$ cat src/design/swt_pkg.sv
`default_nettype none
package swt_pkg;

	localparam int NUM_TIMERS_DEF = 32;
	localparam int MODE_W         = 2;
	localparam int TIMER_ID_W     = 5;
	localparam int DEADLINE_W     = 32;
	localparam int PAYLOAD_W      = 8;
	localparam int CMD_DEPTH      = 2;
	localparam int RES_DEPTH      = 4;

	localparam logic [DEADLINE_W-1:0] NO_DEADLINE = '1;

	// input mode codes
	localparam logic [MODE_W-1:0] MODE_TICK   = 2'd0;
	localparam logic [MODE_W-1:0] MODE_ARM    = 2'd1;
	localparam logic [MODE_W-1:0] MODE_CANCEL = 2'd2;

	typedef enum logic [1:0] {
		OP_TICK,
		OP_ARM,
		OP_CANCEL
	} op_t;

	typedef struct packed {
		op_t                   op;
		logic [TIMER_ID_W-1:0] id;
		logic [DEADLINE_W-1:0] deadline;
		logic [PAYLOAD_W-1:0]  payload;
	} cmd_t;

	typedef struct packed {
		logic [TIMER_ID_W-1:0] id;
		logic [PAYLOAD_W-1:0]  payload;
		logic                  last;
	} res_t;

endpackage
`default_nettype wire

$ cat src/design/swt_front.sv
`default_nettype none
module swt_front #(
	parameter int NUM_TIMERS = swt_pkg::NUM_TIMERS_DEF
) (
	input  wire logic                            clk,
	input  wire logic                            arst_n,
	input  wire logic                            push,
	output      logic                            full,
	input  wire logic [swt_pkg::MODE_W-1:0]      mode,
	input  wire logic [swt_pkg::TIMER_ID_W-1:0]  timer_id,
	input  wire logic [swt_pkg::DEADLINE_W-1:0]  deadline,
	input  wire logic [swt_pkg::PAYLOAD_W-1:0]   payload,
	input  wire logic                            cmd_pop,
	output      logic                            cmd_empty,
	output      swt_pkg::cmd_t                   cmd
);
	import swt_pkg::*;

	localparam int PW = (CMD_DEPTH > 1) ? $clog2(CMD_DEPTH) : 1;
	localparam int CW = $clog2(CMD_DEPTH + 1);

	cmd_t            fifo_q [CMD_DEPTH];
	logic [PW-1:0]   wr_ptr_q;
	logic [PW-1:0]   rd_ptr_q;
	logic [CW-1:0]   count_q;
	cmd_t            dec;
	logic            keep;
	logic            wr;
	logic            rd;
	logic            id_ok;

	// classify: mode 3, and arm or cancel with an out-of-range id, are dropped here
	always_comb begin
		id_ok       = (int'(timer_id) < NUM_TIMERS);
		dec.id       = timer_id;
		dec.deadline = deadline;
		dec.payload  = payload;
		dec.op       = OP_TICK;
		keep         = 1'b0;
		unique case (mode)
			MODE_TICK: begin
				keep = 1'b1;
			end
			MODE_ARM: begin
				dec.op = OP_ARM;
				keep   = id_ok;
			end
			MODE_CANCEL: begin
				dec.op = OP_CANCEL;
				keep   = id_ok;
			end
			default: begin
				keep = 1'b0;
			end
		endcase
	end

	assign full      = (count_q == CW'(CMD_DEPTH));
	assign cmd_empty = (count_q == '0);
	assign wr        = push && !full && keep;
	assign rd        = cmd_pop && !cmd_empty;
	assign cmd       = fifo_q[rd_ptr_q];

	always_ff @(posedge clk) begin
		if (wr) begin
			fifo_q[wr_ptr_q] <= dec;
		end
	end

	always_ff @(posedge clk or negedge arst_n) begin
		if (!arst_n) begin
			wr_ptr_q <= '0;
			rd_ptr_q <= '0;
			count_q  <= '0;
		end else begin
			if (wr) begin
				wr_ptr_q <= (wr_ptr_q == PW'(CMD_DEPTH - 1)) ? '0 : wr_ptr_q + 1'b1;
			end
			if (rd) begin
				rd_ptr_q <= (rd_ptr_q == PW'(CMD_DEPTH - 1)) ? '0 : rd_ptr_q + 1'b1;
			end
			if (wr && !rd) begin
				count_q <= count_q + 1'b1;
			end else if (rd && !wr) begin
				count_q <= count_q - 1'b1;
			end
		end
	end

endmodule
`default_nettype wire

$ cat src/design/swt_res_fifo.sv
`default_nettype none
module swt_res_fifo (
	input  wire logic           clk,
	input  wire logic           arst_n,
	input  wire logic           res_push,
	input  wire swt_pkg::res_t  res_in,
	output      logic           res_full,
	input  wire logic           pop,
	output      logic           empty,
	output      swt_pkg::res_t  res_out
);
	import swt_pkg::*;

	localparam int PW = $clog2(RES_DEPTH);
	localparam int CW = $clog2(RES_DEPTH + 1);

	res_t          fifo_q [RES_DEPTH];
	logic [PW-1:0] wr_ptr_q;
	logic [PW-1:0] rd_ptr_q;
	logic [CW-1:0] count_q;
	logic          wr;
	logic          rd;

	assign res_full = (count_q == CW'(RES_DEPTH));
	assign empty    = (count_q == '0);
	assign wr       = res_push && !res_full;
	assign rd       = pop && !empty;
	assign res_out  = fifo_q[rd_ptr_q];

	always_ff @(posedge clk) begin
		if (wr) begin
			fifo_q[wr_ptr_q] <= res_in;
		end
	end

	always_ff @(posedge clk or negedge arst_n) begin
		if (!arst_n) begin
			wr_ptr_q <= '0;
			rd_ptr_q <= '0;
			count_q  <= '0;
		end else begin
			if (wr) begin
				wr_ptr_q <= wr_ptr_q + 1'b1;
			end
			if (rd) begin
				rd_ptr_q <= rd_ptr_q + 1'b1;
			end
			if (wr && !rd) begin
				count_q <= count_q + 1'b1;
			end else if (rd && !wr) begin
				count_q <= count_q - 1'b1;
			end
		end
	end

endmodule
`default_nettype wire

$ cat src/design/swt_back.sv
`default_nettype none
module swt_back #(
	parameter int NUM_TIMERS = swt_pkg::NUM_TIMERS_DEF
) (
	input  wire logic           clk,
	input  wire logic           arst_n,
	input  wire logic           cmd_empty,
	input  wire swt_pkg::cmd_t  cmd,
	output      logic           cmd_pop,
	input  wire logic           res_full,
	output      logic           res_push,
	output      swt_pkg::res_t  res
);
	import swt_pkg::*;

	localparam int IW = (NUM_TIMERS > 1) ? $clog2(NUM_TIMERS) : 1;
	localparam int CW = $clog2(NUM_TIMERS + 1);

	typedef enum logic [1:0] {
		ST_IDLE,
		ST_SCAN,
		ST_FLUSH
	} state_t;

	state_t                 state_q;
	logic [DEADLINE_W-1:0]  tick_q;
	logic [DEADLINE_W-1:0]  next_dl_q;
	logic [DEADLINE_W-1:0]  min_q;
	logic [NUM_TIMERS-1:0]  active_q;
	logic [CW-1:0]          rd_cnt_q;
	logic                   v_s1;
	logic [IW-1:0]          idx_s1;
	logic                   pend_v_q;
	logic [TIMER_ID_W-1:0]  pend_id_q;
	logic [PAYLOAD_W-1:0]   pend_pl_q;

	logic [DEADLINE_W-1:0]  dl_mem [NUM_TIMERS];
	logic [PAYLOAD_W-1:0]   pl_mem [NUM_TIMERS];
	logic [DEADLINE_W-1:0]  rd_dl_s1;
	logic [PAYLOAD_W-1:0]   rd_pl_s1;

	logic [IW-1:0]          cmd_idx;
	logic [DEADLINE_W-1:0]  tick_nxt;
	logic                   issue;
	logic                   fire;
	logic                   stall;
	logic                   adv;
	logic                   rd_en;
	logic                   mem_wr;

	assign cmd_idx  = IW'(cmd.id);
	assign tick_nxt = tick_q + 1'b1;
	assign cmd_pop  = (state_q == ST_IDLE) && !cmd_empty;
	assign mem_wr   = cmd_pop && (cmd.op == OP_ARM);

	// scan pipe: read issue, then compare on the registered read data
	assign issue = (state_q == ST_SCAN) && (rd_cnt_q < CW'(NUM_TIMERS));
	assign fire  = v_s1 && active_q[idx_s1] && (rd_dl_s1 <= tick_q);
	// holding back one fired timer so the final one can carry last
	assign stall = fire && pend_v_q && res_full;
	assign adv   = !stall;
	assign rd_en = issue && adv;

	always_comb begin
		res_push    = 1'b0;
		res.id      = pend_id_q;
		res.payload = pend_pl_q;
		res.last    = (state_q == ST_FLUSH);
		if (state_q == ST_SCAN) begin
			res_push = fire && pend_v_q && !res_full;
		end else if (state_q == ST_FLUSH) begin
			res_push = pend_v_q && !res_full;
		end
	end

	always_ff @(posedge clk) begin
		if (mem_wr) begin
			dl_mem[cmd_idx] <= cmd.deadline;
			pl_mem[cmd_idx] <= cmd.payload;
		end
		if (rd_en) begin
			rd_dl_s1 <= dl_mem[rd_cnt_q[IW-1:0]];
			rd_pl_s1 <= pl_mem[rd_cnt_q[IW-1:0]];
		end
	end

	always_ff @(posedge clk or negedge arst_n) begin
		if (!arst_n) begin
			state_q   <= ST_IDLE;
			tick_q    <= '0;
			next_dl_q <= NO_DEADLINE;
			min_q     <= NO_DEADLINE;
			active_q  <= '0;
			rd_cnt_q  <= '0;
			v_s1      <= 1'b0;
			idx_s1    <= '0;
			pend_v_q  <= 1'b0;
			pend_id_q <= '0;
			pend_pl_q <= '0;
		end else begin
			unique case (state_q)
				ST_IDLE: begin
					if (cmd_pop) begin
						unique case (cmd.op)
							OP_TICK: begin
								tick_q <= tick_nxt;
								if (next_dl_q <= tick_nxt) begin
									state_q  <= ST_SCAN;
									rd_cnt_q <= '0;
									v_s1     <= 1'b0;
									min_q    <= NO_DEADLINE;
									pend_v_q <= 1'b0;
								end
							end
							OP_ARM: begin
								active_q[cmd_idx] <= 1'b1;
								if (cmd.deadline < next_dl_q) begin
									next_dl_q <= cmd.deadline;
								end
							end
							OP_CANCEL: begin
								active_q[cmd_idx] <= 1'b0;
							end
							default: begin
							end
						endcase
					end
				end
				ST_SCAN: begin
					if (adv) begin
						v_s1   <= issue;
						idx_s1 <= rd_cnt_q[IW-1:0];
						if (issue) begin
							rd_cnt_q <= rd_cnt_q + 1'b1;
						end
						if (v_s1) begin
							if (fire) begin
								active_q[idx_s1] <= 1'b0;
								pend_v_q         <= 1'b1;
								pend_id_q        <= TIMER_ID_W'(idx_s1);
								pend_pl_q        <= rd_pl_s1;
							end else if (active_q[idx_s1] && (rd_dl_s1 < min_q)) begin
								min_q <= rd_dl_s1;
							end
						end
						if (!v_s1 && !issue) begin
							next_dl_q <= min_q;
							state_q   <= ST_FLUSH;
						end
					end
				end
				ST_FLUSH: begin
					if (!pend_v_q) begin
						state_q <= ST_IDLE;
					end else if (!res_full) begin
						pend_v_q <= 1'b0;
						state_q  <= ST_IDLE;
					end
				end
				default: begin
					state_q <= ST_IDLE;
				end
			endcase
		end
	end

endmodule
`default_nettype wire

$ cat src/design/software_timer_expiry_scan.sv
// Software timer table with expiry scan.
// Input side is a queue: present mode/timer_id/deadline/payload with push;
// a beat is taken when push is high and full is low. Mode 0 is a tick, 1 arms
// a timer (absolute deadline plus payload byte), 2 cancels one; mode 3 and
// arm or cancel with an out-of-range id are dropped at the front.
// Result side is a queue: while empty is low, fired_timer/fired_payload/last
// show the oldest expiry; pop with empty low takes the beat. last marks the
// final expiry of one tick.
// Arm, cancel and a tick that finds nothing due retire in the idle state
// of the back end. A tick that is due scans the whole table through the
// single read port of the deadline/payload memory, and the scan holds
// while the result queue stays full.
// A two-entry command queue decouples intake from the scan, so items keep
// flowing in while a scan runs until that queue fills.
// Reset clears the tick count, the active bits and both queues and sets the
// earliest deadline to all ones; the memories are not cleared.
// If the receiver stalls, the result queue fills, the scan holds in place and
// then the command queue backs up into full.
`default_nettype none
module software_timer_expiry_scan #(
	parameter int NUM_TIMERS = swt_pkg::NUM_TIMERS_DEF
) (
	input  wire logic                            clk,
	input  wire logic                            arst_n,
	input  wire logic                            push,
	output      logic                            full,
	input  wire logic [swt_pkg::MODE_W-1:0]      mode,
	input  wire logic [swt_pkg::TIMER_ID_W-1:0]  timer_id,
	input  wire logic [swt_pkg::DEADLINE_W-1:0]  deadline,
	input  wire logic [swt_pkg::PAYLOAD_W-1:0]   payload,
	output      logic                            empty,
	input  wire logic                            pop,
	output      logic [swt_pkg::TIMER_ID_W-1:0]  fired_timer,
	output      logic [swt_pkg::PAYLOAD_W-1:0]   fired_payload,
	output      logic                            last
);
	import swt_pkg::*;

	cmd_t cmd;
	logic cmd_empty;
	logic cmd_pop;
	res_t res_in;
	res_t res_out;
	logic res_push;
	logic res_full;

	// front: classify and queue commands
	swt_front #(
		.NUM_TIMERS(NUM_TIMERS)
	) u_front (
		.clk       (clk),
		.arst_n    (arst_n),
		.push      (push),
		.full      (full),
		.mode      (mode),
		.timer_id  (timer_id),
		.deadline  (deadline),
		.payload   (payload),
		.cmd_pop   (cmd_pop),
		.cmd_empty (cmd_empty),
		.cmd       (cmd)
	);

	// back: timer state, memories and the expiry scan
	swt_back #(
		.NUM_TIMERS(NUM_TIMERS)
	) u_back (
		.clk       (clk),
		.arst_n    (arst_n),
		.cmd_empty (cmd_empty),
		.cmd       (cmd),
		.cmd_pop   (cmd_pop),
		.res_full  (res_full),
		.res_push  (res_push),
		.res       (res_in)
	);

	// result queue decouples the scan from the receiver
	swt_res_fifo u_res_fifo (
		.clk      (clk),
		.arst_n   (arst_n),
		.res_push (res_push),
		.res_in   (res_in),
		.res_full (res_full),
		.pop      (pop),
		.empty    (empty),
		.res_out  (res_out)
	);

	assign fired_timer   = res_out.id;
	assign fired_payload = res_out.payload;
	assign last          = res_out.last;

endmodule
`default_nettype wire

$ cat config.mk
export PLATFORM = sky130hd
export DESIGN_NAME = software_timer_expiry_scan
export DESIGN_NICKNAME = d
export VERILOG_FILES = /design/src/design/swt_pkg.sv /design/src/design/swt_front.sv /design/src/design/swt_res_fifo.sv /design/src/design/swt_back.sv /design/src/design/software_timer_expiry_scan.sv
export SDC_FILE = /design/constraint.sdc
export NUM_CORES = 2
export LEC_CHECK = 0
export BUFFER_PORTS_ARGS = -buffer_cell sky130_fd_sc_hd__buf_2
export CAP_MARGIN = 5
export CORE_ASPECT_RATIO = 0.7
export CORE_MARGIN = 1
export CORE_UTILIZATION = 57
export DETAILED_ROUTE_END_ITERATION = 10
export GPL_TIMING_DRIVEN = 0
export PLACE_DENSITY_LB_ADDON = 0.2
export RECOVER_POWER = 25
export SLEW_MARGIN = 25
export SYNTH_ARGS = -nofsm -noshare
export SYNTH_HDL_FRONTEND = slang
export SYNTH_SLANG_ARGS = --single-unit
$ cat constraint.sdc
create_clock -name clk -period 4.5 [get_ports clk]
set_input_delay 0.9 -clock clk [delete_from_list [all_inputs] [get_ports clk]]
set_output_delay 0.9 -clock clk [all_outputs]
set_load 0.05 [all_outputs]
==> results_tabular.tex <==
\begin{tabular}{lr}
\hline
Metric & Value \\
\hline
\multicolumn{2}{l}{\textbf{Pwr}} \\
Worst-case vdd ir drop & 0.430 mV \\
Clock power share & 0.275 \\
Leakage Power & 25.5 nW \\
Total power consumption of the routed design & 46.0 mW \\
Combinational power share & 0.290 \\
Internal cell power & 31.0 mW \\
Share of total power consumed by net switching & 0.326 \\
Sequential share of power & 0.436 \\
Ratio of total power to cell area & 596 mW/mm\^{}2 \\
Switching power & 15.0 mW \\
\multicolumn{2}{l}{\textbf{Global routing}} \\
Initial antenna violation count & 2 \\
Global-route usage over all layers & 0.298 \\
Maximum number of pins on one net before global-route repair & 86 \\
Overflow left after global routing & 0 \\
Number of global-route vias before repair & 37.1k \\
First-pass GRT wire length & 254000 um \\
\multicolumn{2}{l}{\textbf{Timing}} \\
Final critical-path setup slack & -0.0711 ns \\
TNS Setup & -0.103 ns \\
FMAX & 0.219 GHz \\
RSZ-0062 raised after global routing & true \\
Worst-Margin Slew & 2.30 ns \\
Final Hold Slack & 0.315 ns \\
Tcrit/Tclk final & 1.02 \\
Tmin final & 4.57 ns \\
Final count of negative-setup-slack endpoints & 2 \\
Final count of pins violating max slew & 86 \\
Number of endpoints with negative hold slack in the final report & 0 \\
Max-Slew Margin vs Limit & -0.532 \\
Clock tree skew after final layout & 0.0362 ns \\
\multicolumn{2}{l}{\textbf{Min path}} \\
Worst Hold Class & in -> reg \\
Hold depth & 1 \\
Hold Crit Start & deadline[5] \\
\multicolumn{2}{l}{\textbf{Clock network}} \\
Number of buffers between clock root and the deepest sink & 3 \\
CTS tree & yes \\
Root cell of the clock tree & sky130\_fd\_sc\_hd\_\_clkbuf\_16 \\
H-tree level count & 4 \\
Number of buffers created by CTS & 151 \\
Clock-pin slew reported for the worst setup and hold paths after clock tree synthesis & 0.06 ns \\
Clk sink count & 1637 \\
Later-pin clock latency in the skew report & 0.79 ns \\
\multicolumn{2}{l}{\textbf{Floorplan}} \\
Die area & 0.120 mm\^{}2 \\
Die Ht & 290 um \\
Starting density of the core & 0.575 \\
Total I/O pin count & 67 \\
Placeable Area & 0.117 mm\^{}2 \\
Number of core rows & 105 \\
Die Span X & 413 um \\
\multicolumn{2}{l}{\textbf{Route}} \\
Detail-routed net length per standard cell & 29.4 um \\
Via Count & 39.2k \\
Number of remaining DRC errors & 0 \\
Routed wl met3 & 21100 um \\
Detailed route wirelength on metal2 & 74100 um \\
Count of antenna-violating nets left after detailed routing & 0 \\
Initial DRC count & 5532 \\
Routed Wire Length & 177000 um \\
Met1 routed wirelength after detailed routing & 78200 um \\
First-pass DRT Iterations & 6 \\
Via density & 6.50 \\
Topmost layer with routed signal wires & met4 \\
\multicolumn{2}{l}{\textbf{Synth}} \\
Proportion of synthesized chip area in sequential cells & 0.718 \\
Avg Inst Size Synth & 16.8 um\^{}2 \\
Yosys reg bits & 1637 \\
Yosys warning count & 0 \\
Cell with the most instances after synthesis & sky130\_fd\_sc\_hd\_\_edfxtp\_1 \\
Synth Net Count & 4213 \\
Post-Synthesis Cell Area & 0.0674 mm\^{}2 \\
Count of mapped cells out of synthesis & 4020 \\
Fraction of post-synthesis cell area in the top cell type by area & 0.655 \\
Yosys cell types & 69 \\
Cell types occupying the most area after synthesis & sky130\_fd\_sc\_hd\_\_edfxtp\_1, sky130\_fd\_sc\_hd\_\_mux4\_2, sky130\_fd\_sc\_hd\_\_dfrtp\_1 \\
Most used flip-flop cell after synthesis & sky130\_fd\_sc\_hd\_\_edfxtp\_1 \\
Share of synthesized flip-flops with an asynchronous set or reset & 0.102 \\
Library cell occupying the most area in the post-synthesis netlist & sky130\_fd\_sc\_hd\_\_edfxtp\_1 \\
Top cell types by occurrence after synthesis & sky130\_fd\_sc\_hd\_\_edfxtp\_1, sky130\_fd\_sc\_hd\_\_nand2\_1, sky130\_fd\_sc\_hd\_\_mux2i\_1 \\
Number of flops mapped to enable cells by yosys & 1470 \\
\multicolumn{2}{l}{\textbf{Cells and area}} \\
Layout Area Growth over Synthesis & 14.4\% \\
Core occupancy in the finished layout & 0.658 \\
Share of post-route cells with drive strength above 1 & 0.207 \\
Count of nets after finishing & 4545 \\
FILL cells & 7974 \\
\multicolumn{2}{l}{\textbf{Outcome}} \\
Violations in the final reports & max-capacitance violations, max-slew violations, negative setup slack \\
Outcome & finished, violations left \\
\multicolumn{2}{l}{\textbf{Worst setup path}} \\
Worst Path Arrival & 5.20 ns \\
Depth of the most critical reg-to-reg path & 18 \\
Startpoint class of the critical path & flop \\
Category of the most critical setup path & reg -> reg \\
RR Startpoint & u\_back.tick\_q[2]\$\_DFFE\_PN0P\_ \\
Sort of element at the end of the critical path & flop \\
Data required time of the worst path & 5.13 ns \\
Maximum fanout encountered on the critical timing path & 6 \\
Setup crit start & u\_back.tick\_q[2]\$\_DFFE\_PN0P\_ \\
\multicolumn{2}{l}{\textbf{Place}} \\
Final weighted congestion of routability-driven global placement & 0.910 \\
Number of I/O port buffers & 66 \\
Detailed placement HPWL & 124000 um \\
\multicolumn{2}{l}{\textbf{Run}} \\
Max-cap viol count & 1 \\
\hline
\end{tabular}
[registers in the layout, indices dropped and copies added (netlist names), 2 cells and up, named ones only]
name / count
u_back.pl_mem: 256
u_back.rd_cnt_q: 6
u_back.rd_dl_s1: 32
u_back.pend_id_q: 5
u_back.idx_s1: 5
u_res_fifo.rd_ptr_q: 2
u_back.dl_mem: 1024
u_back.state_q: 2
u_res_fifo.count_q: 3
u_res_fifo.wr_ptr_q: 2
u_back.rd_pl_s1: 8
u_back.pend_pl_q: 8
u_back.next_dl_q: 32
u_front.count_q: 2
u_back.min_q: 32
u_front.fifo_q: 94
u_back.tick_q: 32
u_res_fifo.fifo_q: 56
[layout by cell type, fill, tap and decap left out, types with 8 or more instances in the layout]
cell type / count
sky130_fd_sc_hd__clkbuf_1: 177
sky130_fd_sc_hd__nor2_1: 83
sky130_fd_sc_hd__buf_2: 61
sky130_fd_sc_hd__clkinv_1: 30
sky130_fd_sc_hd__mux2_4: 8
sky130_fd_sc_hd__nand4_1: 35
sky130_fd_sc_hd__nand2_1: 255
sky130_fd_sc_hd__clkbuf_8: 8
sky130_fd_sc_hd__mux2i_1: 251
sky130_fd_sc_hd__nor2b_1: 11
sky130_fd_sc_hd__buf_6: 9
sky130_fd_sc_hd__a21oi_1: 193
sky130_fd_sc_hd__nand3_1: 25
sky130_fd_sc_hd__buf_4: 51
sky130_fd_sc_hd__clkinv_2: 22
sky130_fd_sc_hd__o221ai_1: 121
sky130_fd_sc_hd__a21o_1: 11
sky130_fd_sc_hd__ha_1: 140
sky130_fd_sc_hd__edfxtp_1: 1470
sky130_fd_sc_hd__dfstp_2: 64
sky130_fd_sc_hd__buf_12: 39
sky130_fd_sc_hd__nor2_4: 35
sky130_fd_sc_hd__xnor2_1: 66
sky130_fd_sc_hd__nand2b_1: 17
sky130_fd_sc_hd__o21ai_0: 211
sky130_fd_sc_hd__mux2_2: 160
sky130_fd_sc_hd__clkbuf_2: 19
sky130_fd_sc_hd__clkbuf_16: 160
sky130_fd_sc_hd__dfrtp_1: 99
sky130_fd_sc_hd__buf_16: 30
sky130_fd_sc_hd__mux4_2: 178
sky130_fd_sc_hd__inv_1: 120
sky130_fd_sc_hd__o22ai_1: 78
sky130_fd_sc_hd__buf_1: 20
sky130_fd_sc_hd__o22a_1: 32
[kinds of logic after synthesis]
group | share of synthesized area
buf+inv | 0.0192
xor+xnor | 0.00935
mux | 0.126
flops | 0.718
compound gates | 0.0653
fa+ha+maj | 0.0265
simple gates | 0.0357
[power by group through the flow]
stage | clock [mW] | combinational [mW] | sequential (mW)
finish | 12.6 | 13.3 | 20.0
global route | 13.3 | 14.3 | 20.1
CTS | 12.7 | 13.0 | 20.0
detailed placement | 0 | 12.8 | 20.3
global placement | 0 | 12.3 | 20.3
floorplan | 0 | 8.34 | 19.9
[repair_timing]
item | CTS | global route
endpoints found under the hold margin | 0 | 0
hold buffers | 0 | 0
endpoints found under the setup margin | 1399 | 151
pin swaps | 23 | 22
gates resized for setup | 57 | 57
gates cloned | 0 | 1
buffers inserted | 32 | 15
[critical path: stages, from the launching register on]
cell	delay [ns]
sky130_fd_sc_hd__dfrtp_1	0.34
sky130_fd_sc_hd__buf_6	0.13
sky130_fd_sc_hd__nand2_4	0.06
sky130_fd_sc_hd__nor4_4	0.34
sky130_fd_sc_hd__nand4_1	0.29
sky130_fd_sc_hd__nor2_2	0.24
sky130_fd_sc_hd__nand3_2	0.11
sky130_fd_sc_hd__or3_4	0.38
sky130_fd_sc_hd__nor2_4	0.11
sky130_fd_sc_hd__xnor2_2	0.07
sky130_fd_sc_hd__ha_1	0.30
sky130_fd_sc_hd__nand4_1	0.19
sky130_fd_sc_hd__nor3_2	0.24
sky130_fd_sc_hd__nand4_1	0.21
sky130_fd_sc_hd__buf_4	0.20
sky130_fd_sc_hd__o21a_1	0.20
sky130_fd_sc_hd__o21a_4	0.15
sky130_fd_sc_hd__or3_4	0.42
sky130_fd_sc_hd__a221o_1	0.43
[worst paths after layout]
path | end | slack, ns
setup / recovery | u_back.rd_cnt_q[4]$_DFFE_PN0P_ | -0.07
hold / removal | u_front.fifo_q[1][13]$_DFFE_PP_ | 0.32
setup reg to reg | u_back.rd_cnt_q[4]$_DFFE_PN0P_ | -0.07
hold reg to reg | u_back.pend_pl_q[4]$_DFFE_PN0P_ | 0.48
max in group asynchronous | u_back.tick_q[6]$_DFFE_PN0P_ | 0.97
min in group asynchronous | async pin | 1.03
[metrics by stage]
| stage | area, um^2 | cells | setup WS [ns] |
|---|---|---|---|
| 4_1_cts | 76900 | 6013 | -0.00791 |
| 2_1_floorplan | 67400 | 4020 | -0.0400 |
| 6_report | 77200 | 6026 | -0.0711 |
| 5_1_grt | 77200 | 6023 | -0.158 |
| 3_5_place_dp | 71600 | 5709 | -1.58 |
| 3_3_place_gp | 69700 | 5637 | -4.54 |
[layout make-up]
class / count / area [um^2] / area share
diodes: 3 / 7.51 / 0.0000973
flip-flops and latches: 1637 / 48400 / 0.627
clock inverters: 77 / 609 / 0.00790
well taps: 1551 / 1940 / 0.0251
plain buffers: 203 / 926 / 0.0120
clock buffers: 196 / 4220 / 0.0547
multi-input cells: 2056 / 18300 / 0.237
inverters: 120 / 450 / 0.00584
repair buffers: 183 / 2280 / 0.0295
[layer usage]
metal  vias up  GRT usage
met2      2290      0.411
met3       224     0.0643
met5         -          0
met1     20100      0.483
li1      16600          -
met4         0     0.0735
No activity file was read; power rests on OpenSTA's default activity.
